===== src/fcst_pkg.sv =====
// Package with request codes, outcome codes and status bit positions of the fault code table.
`timescale 1ns / 1ps
`default_nettype none
package fcst_pkg;

  localparam int unsigned TableDepthDefault = 32;

  typedef enum logic [3:0] {
    REQ_INSERT       = 4'd0,
    REQ_REMOVE       = 4'd1,
    REQ_FIND         = 4'd2,
    REQ_COUNT_CODE   = 4'd3,
    REQ_COUNT_STATUS = 4'd4,
    REQ_LIST_STATUS  = 4'd5,
    REQ_LIST_CONF    = 4'd6,
    REQ_LIST_PEND    = 4'd7,
    REQ_LIST_ACTIVE  = 4'd8,
    REQ_READ_INDEX   = 4'd9,
    REQ_DUMP         = 4'd10
  } req_t;

  typedef enum logic [1:0] {
    OUT_OK        = 2'd0,
    OUT_DUPLICATE = 2'd1,
    OUT_NOT_FOUND = 2'd2,
    OUT_FULL      = 2'd3
  } outcome_t;

  typedef enum logic [1:0] {
    ST_IDLE,
    ST_SCAN,
    ST_SHIFT
  } state_t;

  localparam int unsigned BitFailed    = 0;
  localparam int unsigned BitPending   = 2;
  localparam int unsigned BitConfirmed = 3;

endpackage
`default_nettype wire


===== src/fault_code_sorted_table.sv =====
// Top level of the sorted fault code table with its sequencer and entry memory.
`timescale 1ns / 1ps
`default_nettype none
// A request is taken whenever the block is idle. Every find, remove, insert, count or list
// walks the table one entry per cycle through a single read port of the entry memory and one
// shared compare unit, but a list pauses when a newly selected entry arrives while the previous
// one cannot yet be emitted. An insert or remove then moves each entry above its position,
// reading it and writing it back, and an insert finally writes the new entry at its position.
// Each result is held in an output register until it is taken; a list waits there per emitted
// beat, and the next request may be accepted while the final beat of the previous one waits.
module fault_code_sorted_table #(
  parameter int unsigned TABLE_DEPTH = fcst_pkg::TableDepthDefault
) (
  input  wire         clk,
  input  wire         rst,
  input  wire         in_valid,
  output logic        in_ready,
  input  wire  [3:0]  req_type,
  input  wire  [23:0] key_code,
  input  wire  [7:0]  status_value,
  input  wire  [7:0]  bit_mask,
  input  wire  [5:0]  slot_index,
  output logic        out_valid,
  input  wire         out_ready,
  output logic [1:0]  outcome,
  output logic [23:0] entry_code,
  output logic [7:0]  entry_status,
  output logic [1:0]  severity,
  output logic        confirmed_flag,
  output logic        pending_flag,
  output logic [6:0]  match_count,
  output logic        last
);

  localparam int unsigned AW = (TABLE_DEPTH > 1) ? $clog2(TABLE_DEPTH) : 1;
  localparam int unsigned CW = $clog2(TABLE_DEPTH + 1);
  localparam logic [CW-1:0] DepthC = CW'(TABLE_DEPTH);

  logic [31:0] mem [TABLE_DEPTH];

  fcst_pkg::state_t state, state_next;
  logic [3:0]  kind;
  logic [23:0] key;
  logic [7:0]  sv;
  logic [7:0]  mask;
  logic [5:0]  slot;
  logic [CW-1:0] fill;
  logic [CW-1:0] idx;      // Index of the entry being read.
  logic          rd_v;     // Read data valid for entry at rd_idx.
  logic [CW-1:0] rd_idx;
  logic [31:0]   rd_data;
  logic [6:0]    cnt;
  logic [CW-1:0] pos;      // Insert position or remove position.
  logic          found;
  logic          pend_v;   // A selected entry waits to be emitted.
  logic [31:0]   pend;
  logic [CW-1:0] sh;       // Shift cursor.
  logic          sh_rd;    // Shift read in flight.

  logic is_list;
  logic sel;
  logic list_hold;
  logic [7:0] rst_st;

  always_comb begin
    is_list = (kind == fcst_pkg::REQ_LIST_STATUS) || (kind == fcst_pkg::REQ_LIST_CONF) ||
              (kind == fcst_pkg::REQ_LIST_PEND) || (kind == fcst_pkg::REQ_LIST_ACTIVE) ||
              (kind == fcst_pkg::REQ_DUMP);
    rst_st = rd_data[7:0];
    case (kind)
      fcst_pkg::REQ_LIST_STATUS: sel = (rst_st == sv);
      fcst_pkg::REQ_LIST_CONF:   sel = rst_st[fcst_pkg::BitFailed] &
                                       rst_st[fcst_pkg::BitConfirmed];
      fcst_pkg::REQ_LIST_PEND:   sel = rst_st[fcst_pkg::BitPending] &
                                       ~rst_st[fcst_pkg::BitConfirmed];
      fcst_pkg::REQ_LIST_ACTIVE: sel = rst_st[fcst_pkg::BitFailed];
      default:                   sel = 1'b1;
    endcase
  end

  logic out_free;
  assign out_free = !out_valid || out_ready;
  assign in_ready = (state == fcst_pkg::ST_IDLE);
  // A newly read entry is selected while the previous one cannot yet be emitted.
  assign list_hold = is_list && rd_v && sel && pend_v && !out_free;

  // Result register load.
  logic        o_load;
  logic [1:0]  o_outc;
  logic        o_has;
  logic [31:0] o_ent;
  logic [6:0]  o_cnt;
  logic        o_last;
  logic        done;
  logic        go_shift;
  logic        mem_we;
  logic [AW-1:0] mem_wa;
  logic [31:0] mem_wd;
  logic        rd_en;
  logic [AW-1:0] rd_a;

  always_comb begin
    o_load = 1'b0; o_outc = fcst_pkg::OUT_OK; o_has = 1'b0; o_ent = '0; o_cnt = '0;
    o_last = 1'b1; done = 1'b0; go_shift = 1'b0;
    mem_we = 1'b0; mem_wa = '0; mem_wd = '0; rd_en = 1'b0; rd_a = '0;
    if (state == fcst_pkg::ST_SCAN) begin
      rd_en = (idx < fill);
      rd_a = AW'(idx);
      if (kind == fcst_pkg::REQ_READ_INDEX) begin
        rd_a = AW'(slot);
        if ({1'b0, slot} >= 7'(fill)) begin
          if (out_free) begin
            o_load = 1'b1; o_outc = fcst_pkg::OUT_NOT_FOUND; done = 1'b1;
          end
        end else if (rd_v && out_free) begin
          o_load = 1'b1; o_has = 1'b1; o_ent = rd_data; done = 1'b1;
        end
        rd_en = 1'b1;
      end else if (is_list) begin
        rd_en = (idx < fill) && !list_hold;
        if (!rd_v && !rd_en && out_free) begin
          o_load = 1'b1; done = 1'b1;
          if (pend_v) begin
            o_has = 1'b1; o_ent = pend;
          end else begin
            o_outc = fcst_pkg::OUT_NOT_FOUND;
          end
        end else if (rd_v && sel && pend_v && out_free) begin
          o_load = 1'b1; o_has = 1'b1; o_ent = pend; o_last = 1'b0;
        end
      end else if (!rd_v && idx >= fill) begin
        if (out_free) begin
          o_load = 1'b1; done = 1'b1;
          case (kind)
            fcst_pkg::REQ_COUNT_CODE, fcst_pkg::REQ_COUNT_STATUS: o_cnt = cnt;
            fcst_pkg::REQ_INSERT: begin
              if (found) o_outc = fcst_pkg::OUT_DUPLICATE;
              else if (fill >= DepthC) o_outc = fcst_pkg::OUT_FULL;
              else begin
                o_has = 1'b1; o_ent = {key, sv}; done = 1'b0; go_shift = 1'b1;
              end
            end
            fcst_pkg::REQ_REMOVE: begin
              if (!found) o_outc = fcst_pkg::OUT_NOT_FOUND;
              else begin
                o_has = 1'b1; o_ent = pend; done = 1'b0; go_shift = 1'b1;
              end
            end
            default: begin
              if (!found) o_outc = fcst_pkg::OUT_NOT_FOUND;
              else begin
                o_has = 1'b1; o_ent = pend;
              end
            end
          endcase
        end
      end
    end else if (state == fcst_pkg::ST_SHIFT) begin
      if (kind == fcst_pkg::REQ_INSERT) begin
        // Move entries up from the top down to pos, then write the new entry.
        if (sh_rd) begin
          mem_we = 1'b1; mem_wa = AW'(sh); mem_wd = rd_data;
        end else if (sh == pos) begin
          mem_we = 1'b1; mem_wa = AW'(pos); mem_wd = {key, sv}; done = 1'b1;
        end else begin
          rd_en = 1'b1; rd_a = AW'(sh - CW'(1));
        end
      end else begin
        if (sh_rd) begin
          mem_we = 1'b1; mem_wa = AW'(sh - CW'(1)); mem_wd = rd_data;
        end else if (sh >= fill) begin
          done = 1'b1;
        end else begin
          rd_en = 1'b1; rd_a = AW'(sh);
        end
      end
    end
  end

  always_comb begin
    state_next = state;
    case (state)
      fcst_pkg::ST_IDLE: if (in_valid && in_ready) begin
        state_next = (req_type > 4'(fcst_pkg::REQ_DUMP)) ? fcst_pkg::ST_IDLE
                                                          : fcst_pkg::ST_SCAN;
      end
      fcst_pkg::ST_SCAN: begin
        if (go_shift) state_next = fcst_pkg::ST_SHIFT;
        else if (done) state_next = fcst_pkg::ST_IDLE;
      end
      fcst_pkg::ST_SHIFT: if (done) begin
        state_next = fcst_pkg::ST_IDLE;
      end
      default:            state_next = fcst_pkg::ST_IDLE;
    endcase
  end

  always_ff @(posedge clk) begin
    if (mem_we) mem[mem_wa] <= mem_wd;
    if (rd_en) rd_data <= mem[rd_a];
  end

  always_ff @(posedge clk) begin
    if (rst) begin
      state <= fcst_pkg::ST_IDLE;
      fill <= '0;
      out_valid <= 1'b0;
      rd_v <= 1'b0;
      sh_rd <= 1'b0;
    end else begin
      state <= state_next;
      if (out_valid && out_ready) out_valid <= 1'b0;
      if (o_load) begin
        out_valid <= 1'b1;
        outcome <= o_outc;
        entry_code <= o_has ? o_ent[31:8] : 24'd0;
        entry_status <= o_has ? o_ent[7:0] : 8'd0;
        severity <= o_has ? o_ent[31:30] : 2'd0;
        confirmed_flag <= o_has & o_ent[fcst_pkg::BitFailed] & o_ent[fcst_pkg::BitConfirmed];
        pending_flag <= o_has & o_ent[fcst_pkg::BitPending] & ~o_ent[fcst_pkg::BitConfirmed];
        match_count <= o_cnt;
        last <= o_last;
      end
      case (state)
        fcst_pkg::ST_IDLE: begin
          kind <= req_type; key <= key_code; sv <= status_value; mask <= bit_mask;
          slot <= slot_index;
          idx <= '0; cnt <= '0; pos <= fill; found <= 1'b0; pend_v <= 1'b0;
          rd_v <= 1'b0;
        end
        fcst_pkg::ST_SCAN: begin
          if (!list_hold) begin
            rd_v <= rd_en;
            rd_idx <= idx;
          end
          if (rd_en && kind != fcst_pkg::REQ_READ_INDEX) idx <= idx + CW'(1);
          if (rd_v && !list_hold) begin
            case (kind)
              fcst_pkg::REQ_COUNT_CODE:
                if ((rd_data[15:8] & mask) != 8'd0) cnt <= cnt + 7'd1;
              fcst_pkg::REQ_COUNT_STATUS:
                if ((rd_data[7:0] & mask) != 8'd0) cnt <= cnt + 7'd1;
              fcst_pkg::REQ_READ_INDEX: ;
              default: begin
                if (is_list) begin
                  if (sel) begin
                    pend <= rd_data; pend_v <= 1'b1;
                  end
                end else begin
                  if (rd_data[31:8] == key) begin
                    found <= 1'b1; pend <= rd_data; pos <= rd_idx;
                  end else if (rd_data[31:8] > key && rd_idx < pos &&
                               kind == fcst_pkg::REQ_INSERT) begin
                    pos <= rd_idx;
                  end
                end
              end
            endcase
          end
          if (go_shift) begin
            sh_rd <= 1'b0;
            sh <= (kind == fcst_pkg::REQ_INSERT) ? fill : pos + CW'(1);
          end
        end
        fcst_pkg::ST_SHIFT: begin
          sh_rd <= rd_en;
          if (kind == fcst_pkg::REQ_INSERT) begin
            if (sh_rd) sh <= sh - CW'(1);
          end else if (sh_rd) begin
            sh <= sh + CW'(1);
          end
          if (done) begin
            fill <= (kind == fcst_pkg::REQ_INSERT) ? fill + CW'(1) : fill - CW'(1);
          end
        end
        default: ;
      endcase
    end
  end

endmodule
`default_nettype wire


===== config.mk =====
export PLATFORM = sky130hd
export DESIGN_NAME = fault_code_sorted_table
export DESIGN_NICKNAME = d
export VERILOG_FILES = /design/src/fcst_pkg.sv /design/src/fault_code_sorted_table.sv
export SDC_FILE = /design/constraint.sdc
export NUM_CORES = 2
export LEC_CHECK = 0
export ABC_AREA = 1
export BUFFER_PORTS_ARGS = -buffer_cell sky130_fd_sc_hd__buf_4
export CORE_MARGIN = 3
export CORE_UTILIZATION = 45
export CTS_BUF_LIST = sky130_fd_sc_hd__clkbuf_8
export CTS_CLUSTER_DIAMETER = 30
export CTS_CLUSTER_SIZE = 30
export DETAILED_ROUTE_END_ITERATION = 6
export SLEW_MARGIN = 15
export SYNTH_ARGS = -nofsm -noshare
export SYNTH_HDL_FRONTEND = slang
export SYNTH_SLANG_ARGS = --single-unit
export TNS_END_PERCENT = 5

===== constraint.sdc =====
create_clock -name clk -period 5.34 [get_ports clk]
set_input_delay 0.801 -clock clk [delete_from_list [all_inputs] [get_ports clk]]
set_output_delay 0.801 -clock clk [all_outputs]
set_load 0.02 [all_outputs]

### Word level (Yosys, flattened, before mapping)

Memories as Yosys holds them, arrays and structs flattened. A register that Yosys moved wholly into a read port is not among the register bits.
Index checks and enable logic that the tools add are counted.

* add/subtract/negate cells: 7
* magnitude comparators: 8
* divide/modulo/power cells: 0
* shift operators: 0
* bitwise operators: 18
* equality and inequality tests: 31
* muxes and demuxes: 151
* multiply operators: 0
* reduce and logical (&&, ||, !) cells: 54

Operator list (number)
* 32-bit two-way mux: 21
* 6-bit two-way mux: 12
* 1-bit two-way mux: 70
* 5-bit two-way mux: 14
* 32-bit one-hot mux with 2 select lines: 1
* 6-bit one-hot mux with 2 select lines: 3
* 6-bit AND reduction: 5
* 2-bit two-way mux: 14
* 7-bit one-hot mux with 2 select lines: 2
* 6-bit by 1-bit adder with 6-bit output, second input constant: 4
* 24-bit == test: 1
* 24-bit > comparator: 1
* 7-bit two-way mux: 3
* 6-bit >= comparator: 3
* 1-bit logical AND: 18
* 8-bit AND: 2
* 4-bit by 3-bit == test with 1-bit output, second input constant: 4
* 8-bit nonzero test: 2
* 2-bit != test, second input constant: 7
* 1-bit one-hot mux with 2 select lines: 7
* 4-bit == test, second input constant: 3
* 6-bit < comparator: 2
* 2-bit AND reduction: 6
* 6-bit by 1-bit subtractor with 6-bit output, second input constant: 2
* 30 further kinds: 62

* input bits: 54
* output and inout bits: 48
* memory bits (writable): 1024
* bits in latches: 0
* memories: 1
* bits in read-only memories: 0
* register bits: 170

Memories
* mem: words 32, width 32, read ports 1, clocked after memory_dff 1, wr ports 1, RTL line fault_code_sorted_table.sv:39 `logic [31:0] mem [TABLE_DEPTH];`

### Depth between registers and ports, before layout

* depth in word-level cells: 21
* gate-level depth with buffers: 22
* mapped depth without buffers: 20

### Worst setup path after synthesis

No wires, ideal clock.

* path type: flip-flop to flip-flop
* start: reg idx[5]
* end: reg confirmed_flag (enable)
* cell stages (with the launch flop): 12
* clock period less this slack: 4286 ps
* setup slack: 1054 ps
* library setup time: 472 ps
* required time: 4868 ps
* arrival time: 3814 ps
* path through: edfxtp_1 > ha_1 > nand2_1 > nor2_1 > o21ai_0 > nand3_1 > o21ai_0 > inv_1 > nand2_1 > nor2_1 > inv_1 > a31oi_1

* cells in the longest elaborated chain, start to end: 10
* elaborated cells between the ends (all ways): 13
* classes of those cells: order compare (2); mux (5); reduce/logical (6)

Ends and longest elaborated chain
* start: declaration: RTL line fault_code_sorted_table.sv:48 `logic [CW-1:0] idx;`
* start signal: assignment: RTL line fault_code_sorted_table.sv:236 `if (rd_en && kind != fcst_pkg::REQ_READ_INDEX) idx <= idx + CW'(1);`
* 6-bit < comparator: RTL line fault_code_sorted_table.sv:120 `rd_en = (idx < fill) && !list_hold;`
* 1-bit logical AND: RTL line fault_code_sorted_table.sv:120
* 1-bit zero test: RTL line fault_code_sorted_table.sv:121 `if (!rd_v && !rd_en && out_free) begin`
* 1-bit logical AND (2 in a row): RTL line fault_code_sorted_table.sv:121
* 1-bit two-way mux: RTL line fault_code_sorted_table.sv:121
* 1-bit two-way mux (*): RTL line fault_code_sorted_table.sv:119 `end else if (is_list) begin`
* 1-bit two-way mux (*): RTL line fault_code_sorted_table.sv:109 `if (kind == fcst_pkg::REQ_READ_INDEX) begin`
* 1-bit two-way mux (*): RTL line fault_code_sorted_table.sv:106 `if (state == fcst_pkg::ST_SCAN) begin`
* 2-bit AND reduction (no line) (*)
* end signal: assignment: RTL line fault_code_sorted_table.sv:219 `confirmed_flag <= o_has & o_ent[fcst_pkg::BitFailed] & o_ent[fcst_pkg::BitConfirmed];`
* end: declaration: RTL line fault_code_sorted_table.sv:29 `output logic confirmed_flag,`

Mark *: on every way between the ends. The rest lies on a longest branch, timed or not.
A chain may end at the register's enable or synchronous reset.

### Final worst setup path

* start: reg kind[1]
* end: mem mem[23][9] (enable)

* cells in the longest elaborated chain, start to end: 6
* elaborated cells between the ends (all ways): 9
* classes of those cells: mux (8); reduce/logical (1)

Ends and longest elaborated chain
* start: declaration: RTL line fault_code_sorted_table.sv:42 `logic [3:0] kind;`
* start signal: assignment: RTL line fault_code_sorted_table.sv:226 `kind <= req_type; key <= key_code; sv <= status_value; mask <= bit_mask;`
* 4-bit zero test (*): RTL line fault_code_sorted_table.sv:159 `if (kind == fcst_pkg::REQ_INSERT) begin`
* 1-bit two-way mux: RTL line fault_code_sorted_table.sv:159
* 1-bit two-way mux: RTL line fault_code_sorted_table.sv:158 `end else if (state == fcst_pkg::ST_SHIFT) begin`
* 1-bit two-way mux: RTL line fault_code_sorted_table.sv:106
* 1-bit two-way mux: RTL line fault_code_sorted_table.sv:199 `if (mem_we) mem[mem_wa] <= mem_wd;`
* 1-bit two-way mux (implied by the code): RTL line fault_code_sorted_table.sv:199
* end: declaration: RTL line fault_code_sorted_table.sv:39

Marks and branches as above.

==> flow_summary.yaml <==
grt:
  overflow: 0
  grt_max_degree: 184
  grt_use_met2: 0.407
  grt_antenna_before_repair: 1
  top_usage_layer: "met2"
  grt_use_met1: 0.366
  use_met3: 0.0463
  grt_first_pass_wirelength_microns: 251000
  grt_pass1_vias: 38900
  track_usage: 0.263
logic_synthesis:
  synth_top_area_frac: 0.654
  synth_edf_count: 1215
  ys_async_sr_fraction: 0
  muxShareOfSynthArea: 0
  ys_warn_count: 0
  synthesis.area_sq_um: 55800
  synth-seq-cells: 1226
  netlist_top_cells_area: "edfxtp_1 (65%), nand3_1 (10%), nand2_1 (8.9%)"
  synth_fa_ha_area_frac: 0.0129
  yosysUniqueCellTypes: 53
  netlist_instances: 5355
  synth.net_count: 5466
  avgSynthCellArea_sq_um: 10.4
  yosys.area_share.simple: 0.229
  synth_common_cells: "nand2_1 (1,330), edfxtp_1 (1,215), nand3_1 (1,159), inv_1 (672), buf_2 (245)"
  yosys.area.top_type: "edfxtp_1"
  synthFlopType: "edfxtp_1"
  yosysSeqAreaShare: 0.657
  synth_top_family_by_area: "simple AND/OR/NAND/NOR gates"
  synth_compound_area_frac: 0.0241
  synth-xor-area-share: 0.00173
  post-synth-top-count-cell: "nand2_1"
timing:
  final_hold_viol_count: 0
  clock-skew-final_ns: 0.0883
  post-route-period-util: 0.722
  finalCriticalPeriod_ns: 3.85
  tightest_slew_ns: 1.06
  maxSlewHeadroom: 0.294
  worst_slack_ns: 1.49
  grt_setup_unrepaired: "no"
  fmax_ghz: 0.259
  slew_viol_final: 0
  hold_ws_ns: 0.0715
  setup_tns_ns: 0
  setup_violations: 0
place:
  dp_hpwl_microns: 90500
  place_ws_ns: 1.46
  portBuffers: 101
  gp_congestion: 0.881
setup_path:
  reg2reg_slack_ns: 1.49
  worstPathArrival_ns: 4.53
  critPathCaptureType: "flip-flop"
  cp-startpoint: "kind[1]"
  reg2reg_to: "mem[23][9]"
  worst_ep_required_time_ns: 6.02
  critPathMaxFanout: 23
  path_class: "reg -> reg"
  startpoint_type: "flip-flop"
  reg2reg_from: "kind[1]"
  r2r_cells: 10
routing:
  wl_microns: 170000
  avgRoutedWirePerCell_microns: 22.9
  antenna_left: 0
  drc: 0
  firstDrtPassIters: 7
  via_count: 40900
  drt-vias-per-instance: 5.49
  drt-initial-drc-count: 4284
clock_network:
  clk_latency_ns: 1.02
  cts_root_buffer: "clkbuf_8"
  postCtsSetupRepairBufs: 0
  clockBufferDepth: 4
  htree_levels: 5
  cts-resized-gates: 0
  cts_tree: "done"
  ctsHoldBuffers: 48
  cts.clk_slew.worst_paths_ns: 0.05
  numCtsBuffers: 296
  clock_sinks: 1226
cells_and_area:
  finish.utilization: 0.537
  area_growth_pct: 17.7
  regArea_sq_um: 36700
  multi_input_area_sq_um: 15500
  nNetsFinal: 5708
  fillers: 10600
  drive_gt1_frac: 0.128
power:
  irDropWorstVdd_mv: 0.357
  power_density_nw_per_um2: 363
  power_leakage_nw: 26.8
  total_power_mw: 23.8
floorplanning:
  start_util: 0.456
  io-pin-count: 102
  rows: 128
  core_area_sq_um: 123000
  die_h_microns: 358
  die-area_sq_um: 128000
  die_x_microns: 358
min_path:
  hold_path_class: "in -> reg"
  whs_endpoint: "kind[1]"
  holdCritStartpoint: "req_type[1]"
  holdPathStages: 1
run:
  maxCapViolCount: 0
run_status:
  status: "finished, final reports clean"
[stage by stage]
step / instances / cell area, sq um
3_5_place_dp: 6876 / 58900
4_1_cts: 7437 / 65700
5_1_grt: 7438 / 65700
2_1_floorplan: 5355 / 55800
6_report: 7443 / 65700
3_3_place_gp: 6876 / 58900
[worst max-delay path: stages (launching register included)]
cell	delay, ns
edfxtp_1	0.48
nor2_2	0.24
nand2_4	0.22
inv_2	0.40
nor2_4	0.07
nor2_1	0.27
nand3_1	0.21
inv_1	0.11
nand2_1	0.45
nor2_4	0.82
buf_12	0.27
[report_power, final]
part	internal (mW)	leakage (nW)	total (mW)	switching (mW)
Sequential	10.5	13.8	10.6	0.101
Combinational	0.402	9.65	1.27	0.868
Clock	7.45	3.32	11.9	4.48
Total	18.4	26.8	23.8	5.45
[state kept, by name, indices dropped and copies added (netlist names), 7 cells and up]
signal and cells:
mem 1024, pend 32, match_count 7, key 24, entry_code 24, entry_status 8, rd_data 32, cnt 7
mask 8, sv 8
[metal layers]
metal	routed length, microns	part of all wire	vias up
li1	-	-	18800
met1	70500	0.41	19700
met2	78000	0.46	1998
met3	15300	0.090	399
met4	6190	0.036	0
met5	0	0	-
[cells by family after synthesis]
| logic type | count (synthesis) |
|---|---|
| AOI/OAI and AO/OA | 239 |
| DFF | 1226 |
| buffers and inverters | 1007 |
| and+or+nand+nor | 2815 |
| adders and majority gates | 57 |
| xor gates and xnor gates | 11 |
[layout make-up]
type	instances	share of cell area
antenna	6	0.000228
clock buffer	306	0.0641
clock inverter	207	0.0319
inverter	688	0.0395
multi-input combinational	3122	0.235
sequential	1226	0.558
tap	1625	0.0309
timing repair buffer	263	0.0397
[worst max-delay path by stage]
stage               depth (start not counted)              to
floorplan                                  11  confirmed_flag
global placement                           10     mem[23][22]
detailed placement                         10     mem[23][21]
CTS                                        10      mem[23][9]
global route                               12      mem[16][8]
finish                                     10      mem[23][9]
[placed cells by master (no fill, tap or decap), drive strengths merged, types with 21 or more instances in the layout]
cell type,instances
a21oi,110
buf,215
bufinv,44
clkbuf,306
clkinv,100
clkinvlp,21
dlygate4sd3,48
edfxtp,1215
ha,56
inv,730
nand2,1336
nand3,1161
nand3b,161
nor2,123
o21ai,79
Power figures use the tool's default switching activity.
